$ cat config.mk
export PLATFORM = sky130hd
export DESIGN_NAME = chs_ram
export DESIGN_NICKNAME = d
export VERILOG_FILES = /design/src/hw/rtl/chs_ram.sv
export SDC_FILE = /design/constraint.sdc
export NUM_CORES = 1
export LEC_CHECK = 0
export BUFFER_PORTS_ARGS = -buffer_cell sky130_fd_sc_hd__buf_2
export CAP_MARGIN = 10
export CORE_AREA = 2 2 96 98
export CTS_CLUSTER_DIAMETER = 120
export CTS_CLUSTER_SIZE = 10
export DETAILED_ROUTE_END_ITERATION = 16
export DIE_AREA = 0 0 98 100
export GPL_ROUTABILITY_DRIVEN = 0
export PLACE_DENSITY = 0.82
export REMOVE_ABC_BUFFERS = 1
export SYNTH_ARGS = -nofsm -noshare
export SYNTH_HDL_FRONTEND = slang
export SYNTH_SLANG_ARGS = --single-unit
$ cat constraint.sdc
create_clock -name clk -period 5 [get_ports clk]
set_clock_uncertainty 0.2 [all_clocks]
set_input_delay 1 -clock clk [delete_from_list [all_inputs] [get_ports clk]]
set_output_delay 1 -clock clk [all_outputs]
set_load 0.01 [all_outputs]
$ cat src/hw/rtl/chs_ram.sv
// chs_ram: generic single write port, single read port ram, registered read
// no dependencies
module chs_ram #(
    parameter int WIDTH = 8,
    parameter int DEPTH = 16
) (
    input  logic                     clk,
    input  logic                     we,
    input  logic [$clog2(DEPTH)-1:0] waddr,
    input  logic [WIDTH-1:0]         wdata,
    input  logic [$clog2(DEPTH)-1:0] raddr,
    output logic [WIDTH-1:0]         rdata
);
    logic [WIDTH-1:0] mem [DEPTH];

    always_ff @(posedge clk)
    begin
        if (we)
        begin
            mem[waddr] <= wdata;
        end
        rdata <= mem[raddr];
    end
endmodule

# Word-level counts from Yosys, hierarchy flattened
# Memory sizes are Yosys's and may differ from the RTL's. A register that Yosys moved wholly into a read port is not among the register bits.
# Index checks and enable logic that the tools add are counted.
word_totals:
  ff_bits: 0
  latch_bits: 0
  ram_bits: 128
  rom_bits: 0
  output_inout_bits: 8
  wordCells: 3
  n_memories: 1
op_classes:
  addsub: 0
  n_mul: 0
  n_div: 0
  order_cmp: 0
  eq_ne: 0
  shifts: 0
  mux: 2
  n_bitwise: 0
  n_reduce_logical: 0
mem_list:
  columns: ["memory", "words", "width", "rd", "rd_clocked_by_memory_dff", "write_ports", "line", "rtl"]
  rows:
  - ["mem", 16, 8, 1, 1, 1, "14", "logic [WIDTH-1:0] mem [DEPTH];"]
op_table:
  columns: ["operator", "n"]
  rows:
  - ["$mux 1", 2]

# Longest topological paths before layout
# Gate-level depths: netlist of the first run.
depth:
  depth_word: 2
  mapped_depth: 5
  mapped_depth_nobuf: 3

# Worst setup path after synthesis of the first run
# No wires, ideal clock.
synth_path:
  kind: "input -> register"
  start: "input waddr[2]"
  end: "memory mem[0][0], enable pin"
  arrival_time_ns: 2.110
  t_required_ns: 4.417
  slack_ns: 2.307
  stages: 2
  path_cell_list: "or3b_2 > nor3_1"
synth_lines:
  columns: ["item", "line", "rtl"]
  rows:
  - ["from (decl)", "9", "input logic [$clog2(DEPTH)-1:0] waddr,"]
  - ["to (decl)", "14", null]
# Straight into the memory's write port.

==> results_dict.tcl, run 1 <==
set metrics [dict create \
    finalCritPeriodShare_pct 52.7 \
    num_antenna_cells 0 \
    die_h_um 100 \
    gr-usage-met1_pct 29.6 \
    grt_pass1_wl_mm 14.7 \
    gr-usage-met2_pct 34.4 \
    cts-root-buf "clkbuf_8" \
    grt_max_degree 33 \
    grt_pass1_vias 2505 \
    p_leak_nw 2.00 \
    ir_drop_mv 0.269 \
    reg2reg_from "mem[0][1]$_DFFE_PP_" \
    grt_overflow_total 0 \
    start_kind "primary input" \
    cts.sinks 136 \
    wl_per_cell_um 24.2 \
    crit_required_ns 5.20 \
    met3_usage_pct 6.55 \
    drc 0 \
    maxSlewViolCount 0 \
    holdPathEnd "rdata[4]$_DFF_P_" \
    period_needed_ns 2.64 \
    ff2ff_setup_slack_ns 3.41 \
    postCtsSetupRepairBufs 0 \
    grt_usage_pct 21.8 \
    dr.first_iter.drc_count 163 \
    ys_ff_latch 136 \
    io_pins 26 \
    yosys_warnings 0 \
    relSlewSlack_pct 31.4 \
    power.total_mw 2.67 \
    cts_buffers 17 \
    netlist_area_sq_um 5150 \
    die_w_um 98 \
    crit_type "primary input to flop" \
    start_util_pct 57.9 \
    portBuffers 25 \
    synth_cell_types 19 \
    holdPathStages 3 \
    design_area_sq_um 5970 \
    end_kind "flop" \
    p_per_area_nw_per_um2 448 \
    vias_per_cell 6.12 \
    cts_resized 0 \
    fp-row-count 35 \
    regToRegEndpoint "rdata[1]$_DFF_P_" \
    maxCapViolations 0 \
    final_antenna_net_count 0 \
    path_clk_slew_ns 0.06 \
    reg2reg_depth 3 \
    fmax_mhz 379 \
    timing.final.hold_violations 0 \
    timing.hold.ws_ns 0.472 \
    clockBufferDepth 2 \
    critical_path_arrival_ns 2.84 \
    dieArea_sq_um 9800 \
    outcome "complete, no violations" \
    fin_nets 284 \
    core_sq_um 8890 \
    wirelength_mm 9.43 \
    crit_fanout 32 \
    synth-seq-area-share_pct 77.8 \
    drive_gt1_share_pct 28.0 \
    worst_slew_pin_slew_ns 1.03 \
    grt-busiest-layer "met2" \
    cts_tree "yes" \
    dpl_cell_area_sq_um 5350 \
    clkLatencyLatePin_ns 0.51 \
    vias 2388 \
    rsz0062_at_grt "false" \
    finalSetupTns_ns 0 \
    postCtsHoldBufs 0 \
    htreeDepth 4 \
    finalSetupViolCount 0 \
    syn_avg_cell_area_sq_um 22.5 \
    hold_class "flop to flop" \
    syn_inst 229 \
    holdCritStartpoint "mem[12][4]$_DFFE_PP_" \
    area_growth_pct 15.9 \
    hpwl_mm 5.65 \
    drt-pass1-iter-count 4 \
    antenna_found_initial 0 \
]
[sequential cells by signal (all words and copies together), names as in the netlist]
| register | count |
|---|---|
| mem | 128 |
| rdata | 8 |
[cell usage in the layout (no fill, tap or decap), types with 3 or more instances in the layout]
cell type,n
bufinv_16,4
a22oi_1,16
clkinvlp_4,4
mux4_1,14
inv_6,4
edfxtp_1,128
nor2_1,13
buf_4,3
nor3_1,3
nand2_1,9
dfxtp_1,8
mux4_2,18
clkbuf_16,16
buf_2,25
[per-layer routing]
layer  routed length, um  share of wire, %
met1                3880                41
met2                4760                50
met3                 692               7.3
met4                  92              0.98
met5                   0                 0
[where the power goes]
| group | total (mW) | leakage [nW] | internal, mW | switching [mW] |
|---|---|---|---|---|
| Clock | 1.28 | 0.286 | 0.816 | 0.460 |
| Sequential | 1.28 | 1.22 | 1.27 | 0.00918 |
| Combinational | 0.110 | 0.487 | 0.0458 | 0.0646 |
| Total | 2.67 | 2.00 | 2.14 | 0.534 |
[synthesized netlist by cell type]
cell             number  area, sq um
clkdlybuf4s25_2       3         30.0
edfxtp_1            128         3840
dfxtp_1               8          160
nor3_1                4         20.0
nand2b_1              2         12.5
nand2_1               9         33.8
and2_1                1         6.26
buf_2                 3         15.0
mux4_2               18          405
nor2b_1               1         6.26
mux4_1               14          368
buf_4                 1         7.51
nor2_1               13         48.8
a22oi_1              16          120
nand3_1               1         5.00
nand3b_1              2         15.0
and2b_1               1         7.51
buf_6                 3         33.8
or3b_2                1         8.76
[through the flow]
step                      cells  util [%]  setup slack, ns
after CTS                   390      67.1             2.17
after global routing        390      67.1             2.22
final                       390      67.1             2.36
after floorplan             219         -             2.31
after global placement      358      60.2             1.77
after detailed placement    358      60.2             1.63
[kinds of logic after synthesis]
family                 share of synthesized area, %
flip-flops                                     77.8
AND/OR/NAND/NOR                                3.18
multiplexers                                   15.0
AO/OA/AOI/OAI                                  2.33
buffers and inverters                          1.68
[critical path, cell delays in order]
cell     delay [ns]
buf_2          0.76
mux4_1         0.68
a22oi_1        0.28
nand2_1        0.09
[worst max path at each step]
stage | endpoint | slack, ns | start | cells past startpoint
after floorplan | mem[0][0]$_DFFE_PP_ | 2.31 | waddr[2] | 2
after global placement | mem[0][6]$_DFFE_PP_ | 1.77 | waddr[2] | 3
after detailed placement | mem[0][6]$_DFFE_PP_ | 1.63 | waddr[2] | 3
after CTS | mem[0][1]$_DFFE_PP_ | 2.17 | waddr[2] | 3
after global routing | rdata[5]$_DFF_P_ | 2.22 | raddr[0] | 4
final | rdata[1]$_DFF_P_ | 2.36 | raddr[0] | 4
[area by class of cell]
cell class | count | area (sq um)
flip-flops and latches | 136 | 4000
fillers | 563 | 2920
multi-input cells | 83 | 1060
clock buffers | 19 | 422
clock inverters | 13 | 194
repair buffers | 28 | 148
well taps | 111 | 139
Note: power is estimated with default switching activity, not from simulation.
==> run 2, diff against run 1 <==
clock period = 2.6 ns   (was 5 ns; I/O delays follow)
==> results_dict.tcl, run 2 (synthesized netlist as in run 1, its figures left out) <==
set metrics [dict create \
    cp_top_family "flip-flops" \
    drive_gt1_share_pct 31.5 \
    portBuffers 25 \
    fmax_mhz 576 \
    cts_tree "yes" \
    finalCritPeriodShare_pct 66.8 \
    clkLatencyLatePin_ns 0.52 \
    reg.largest.list "mem x128, rdata x8" \
    drt-pass1-iter-count 4 \
    antenna_found_initial 0 \
    cts-root-buf "clkbuf_8" \
    outcome "complete, no violations" \
    cts_resized 0 \
    instances_no_fill 406 \
    path_clk_slew_ns 0.06 \
    period_needed_ns 1.74 \
    die_w_um 98 \
    postCtsSetupRepairBufs 0 \
    maxCapViolations 0 \
    top_register "mem" \
    cts_buffers 17 \
    fillers 533 \
    grt_pass1_wl_mm 14.7 \
    worst_slew_pin_slew_ns 0.655 \
    relSlewSlack_pct 56.1 \
    hpwl_mm 5.77 \
    postCtsHoldBufs 0 \
    layout_commonest_cell "edfxtp_1" \
    area_growth_pct 18.6 \
    timing.critical_path.depth 1 \
    path_cells "buf_2" \
    cts.sinks 136 \
    start_util_pct 57.9 \
    grt_pass1_vias 2497 \
    finalSetupViolCount 0 \
    hold_class "primary input to flop" \
    timing.final.hold_violations 0 \
    end_kind "primary output" \
    critical_path_arrival_ns 1.02 \
    regArea_sq_um 4000 \
    largest_reg_flops 128 \
    start_kind "flop" \
    reg2reg_depth 3 \
    crit_fanout 1 \
    path_buf_inv 1 \
    dieArea_sq_um 9800 \
    multi_input_area_sq_um 1060 \
    die_h_um 100 \
    fp-row-count 35 \
    dr.first_iter.drc_count 209 \
    p_leak_nw 2.10 \
    vias_per_cell 6.05 \
    grt_usage_pct 21.8 \
    num_antenna_cells 0 \
    drc 0 \
    wl_per_cell_um 23.8 \
    finalSetupTns_ns 0 \
    final_antenna_net_count 0 \
    io_pins 26 \
    fin_nets 300 \
    holdPathStages 1 \
    grt_max_degree 31 \
    rsz0062_at_grt "false" \
    slowest_stage "dfxtp_1" \
    p_per_area_nw_per_um2 842 \
    wirelength_mm 9.66 \
    vias 2455 \
    slowest_delay_ns 0.35 \
    crit_required_ns 1.88 \
    clockBufferDepth 2 \
    crit_type "flop to primary output" \
    core_sq_um 8890 \
    maxSlewViolCount 0 \
    layout_common_cells "128 x edfxtp_1, 25 x buf_2, 18 x mux4_2, 17 x buf_4" \
    grt_overflow_total 0 \
    ir_drop_mv 0.500 \
    ff2ff_setup_slack_ns 1.01 \
    htreeDepth 4 \
    post-place-cells 374 \
]
[run 2: routing by layer]
| layer | up-vias | global-route usage, % | share of wire (%) |
|---|---|---|---|
| li1 | 1080 | - | - |
| met1 | 1261 | 29.0 | 40 |
| met2 | 95 | 34.5 | 50 |
| met3 | 19 | 7.31 | 7.6 |
| met4 | 0 | 7.37 | 1.8 |
| met5 | - | 0 | 0 |
[run 2: layout make-up]
class / instances / share of cell area, %
Sequential cell: 136 / 65.6
Multi-Input combinational cell: 83 / 17.3
Timing Repair Buffer: 44 / 4.80
Clock buffer: 20 / 7.13
Clock inverter: 12 / 2.91
Tap cell: 111 / 2.27
[run 2: final timing paths]
kind | start | endpoint
worst max-delay path | rdata[5]$_DFF_P_ | rdata[5]
worst min-delay path | wdata[2] | mem[12][2]$_DFFE_PP_
worst max register to register | mem[1][5]$_DFFE_PP_ | rdata[5]$_DFF_P_
worst min register to register | mem[15][3]$_DFFE_PP_ | rdata[3]$_DFF_P_
[run 2: power by group]
part           internal (mW)  leakage [nW]  switching (mW)
logic                 0.0985         0.581           0.127
clock network           1.58         0.299           0.862
registers               2.45          1.22          0.0163
total                   4.13          2.10            1.01
[run 2: through the flow]
| step | power [mW] | instance area [sq um] | setup slack (ns) | hold WS (ns) | util (%) |
|---|---|---|---|---|---|
| finish | 5.14 | 6110 | 0.864 | 0.176 | 68.7 |
| global route | 5.30 | 6110 | 0.805 | 0.165 | 68.7 |
| CTS | 5.17 | 6110 | 0.847 | 0.163 | 68.7 |
| detailed placement | 2.74 | 5490 | 0.366 | 0.464 | 61.8 |
| global placement | 2.73 | 5490 | 0.380 | 0.447 | 61.8 |
| floorplan | 2.61 | 5060 | 0.387 | 0.419 | - |
==> run 3, diff against run 2 <==
CORE_AREA = 2 2 101 103   (was 2 2 96 98)
DIE_AREA = 0 0 103 105   (was 0 0 98 100)
PLACE_DENSITY = 0.78   (was 0.82)
clock period = 1.5 ns   (was 2.6 ns; I/O delays follow)
==> results_dict.tcl, run 3 (synthesized netlist as in run 1, its figures left out) <==
set metrics [dict create \
    start_kind "flop" \
    postCtsSetupRepairBufs 0 \
    reg.largest.list "mem x128, rdata x8" \
    final_antenna_net_count 0 \
    wl_met2_mm 5.23 \
    start_util_pct 53.4 \
    fp-row-count 36 \
    wirelength_mm 10.0 \
    fmax_mhz 668 \
    crit_type "flop to flop" \
    hold_class "primary input to flop" \
    grt_pass1_wl_mm 15.4 \
    p_leak_nw 2.16 \
    finalSetupTns_ns 0 \
    portBuffers 25 \
    largest_reg_flops 128 \
    cts_tree "yes" \
    relSlewSlack_pct 37.1 \
    holdPathEnd "mem[8][0]$_DFFE_PP_" \
    crit_required_ns 1.69 \
    antenna_found_initial 0 \
    wl_met1_mm 4.13 \
    core_sq_um 9640 \
    end_kind "flop" \
    vias_per_cell 5.71 \
    wl_per_cell_um 22.6 \
    cts.sinks 136 \
    dieArea_sq_um 10800 \
    grt_overflow_total 0 \
    fin_nets 317 \
    fillers 641 \
    cts-root-buf "clkbuf_8" \
    num_antenna_cells 0 \
    dr.first_iter.drc_count 158 \
    path_buf_inv 0 \
    drt-pass1-iter-count 4 \
    die_w_um 103 \
    area_growth_pct 23.6 \
    outcome "complete, no violations" \
    critical_path_arrival_ns 1.68 \
    slowest_stage "mux4_2" \
    top_register "mem" \
    slowest_delay_ns 0.50 \
    wl_met3_um 533 \
    path_cells "mux4_2 -> a22oi_2 -> nand2_1" \
    grt_max_degree 18 \
    design_area_sq_um 6360 \
    p_per_area_nw_per_um2 1430 \
    die_h_um 105 \
    ir_drop_mv 1.08 \
    regToRegEndpoint "rdata[2]$_DFF_P_" \
    vias 2536 \
    reg2reg_from "mem[11][2]$_DFFE_PP_" \
    clkLatencyLatePin_ns 0.51 \
    maxCapViolations 0 \
    cts_buffers 17 \
    worst_slew_pin_slew_ns 0.942 \
    io_pins 26 \
    holdCritStartpoint "waddr[0]" \
    maxSlewViolCount 0 \
    ff2ff_setup_slack_ns 0.003 \
    clockBufferDepth 2 \
    finalCritPeriodShare_pct 99.8 \
    drc 0 \
    period_needed_ns 1.50 \
    htreeDepth 4 \
    grt_pass1_vias 2653 \
    layout_commonest_cell "edfxtp_1" \
    reg2reg_depth 3 \
    layout_common_cells "128 x edfxtp_1, 28 x mux4_2, 25 x buf_4, 20 x buf_2, 16 x clkbuf_16" \
    top_layer_used "met4" \
    hpwl_mm 6.32 \
    path_clk_slew_ns 0.06 \
    rsz0062_at_grt "true" \
    holdPathStages 3 \
    finalSetupViolCount 0 \
    power.total_mw 9.08 \
    dpl_cell_area_sq_um 5600 \
    drive_gt1_share_pct 41.2 \
    cp_top_family "multiplexers" \
    grt_usage_pct 20.8 \
    crit_fanout 1 \
    timing.final.hold_violations 0 \
]
run 3: worst max-delay path by stage:
stage                     slack, ns  depth (start not counted)             endpoint                  from
after floorplan               -0.49                          2  mem[0][0]$_DFFE_PP_              waddr[2]
after global placement        -0.44                          5     rdata[2]$_DFF_P_              raddr[0]
after detailed placement      -0.48                          5     rdata[2]$_DFF_P_              raddr[0]
after CTS                     0.001                          3     rdata[5]$_DFF_P_   mem[1][5]$_DFFE_PP_
after global routing          -0.03                          3     rdata[2]$_DFF_P_  mem[11][2]$_DFFE_PP_
final                         0.003                          3     rdata[2]$_DFF_P_  mem[11][2]$_DFFE_PP_
run 3: worst reg2reg max path: cells and delay by family, from the launching register on:
family / cells / cell delay, ns
AOI/OAI and AO/OA: 1 / 0.23
muxes: 1 / 0.50
DFF: 1 / 0.36
and+or+nand+nor: 1 / 0.09
run 3: area by class of cell:
type	instances	area [sq um]	share of cell area (%)
clock inverter	13	204	3.21
sequential	136	4010	63.0
clock buffer	18	418	6.57
timing repair buffer	61	484	7.61
tap	133	166	2.62
multi-input combinational	83	1080	17.0
run 3: power breakdown:
part           total [mW]  leakage (nW)  internal, mW  switching [mW]
Sequential           4.29          1.22          4.25          0.0340
Clock                4.31         0.304          2.85            1.46
Combinational       0.483         0.634         0.232           0.251
Total                9.08          2.16          7.33            1.74
run 3: timing repair:
action | in CTS | in global routing
setup endpoints to repair | 9 | 13
endpoints found under the hold margin | 128 | 0
cloned | 0 | 0
pin swaps | 3 | 4
hold buffers | 8 | 0
gates resized for setup | 18 | 13
run 3: per-layer routing:
metal | vias to the layer above | GRT usage [%]
met5 | - | 0
met4 | 0 | 7.61
met3 | 14 | 6.15
met2 | 95 | 32.6
met1 | 1320 | 27.8
li1 | 1107 | -
run 3: stage by stage:
step           worst slack [ns]  hold WS [ns]  utilization (%)  instances
4_1_cts                0.000964         0.127             65.7        444
6_report                0.00254         0.155             66.0        444
5_1_grt                 -0.0303         0.144             66.0        444
2_1_floorplan            -0.493         0.199                -        219
3_5_place_dp             -0.481         0.469             58.1        405
3_3_place_gp             -0.438         0.461             58.1        405
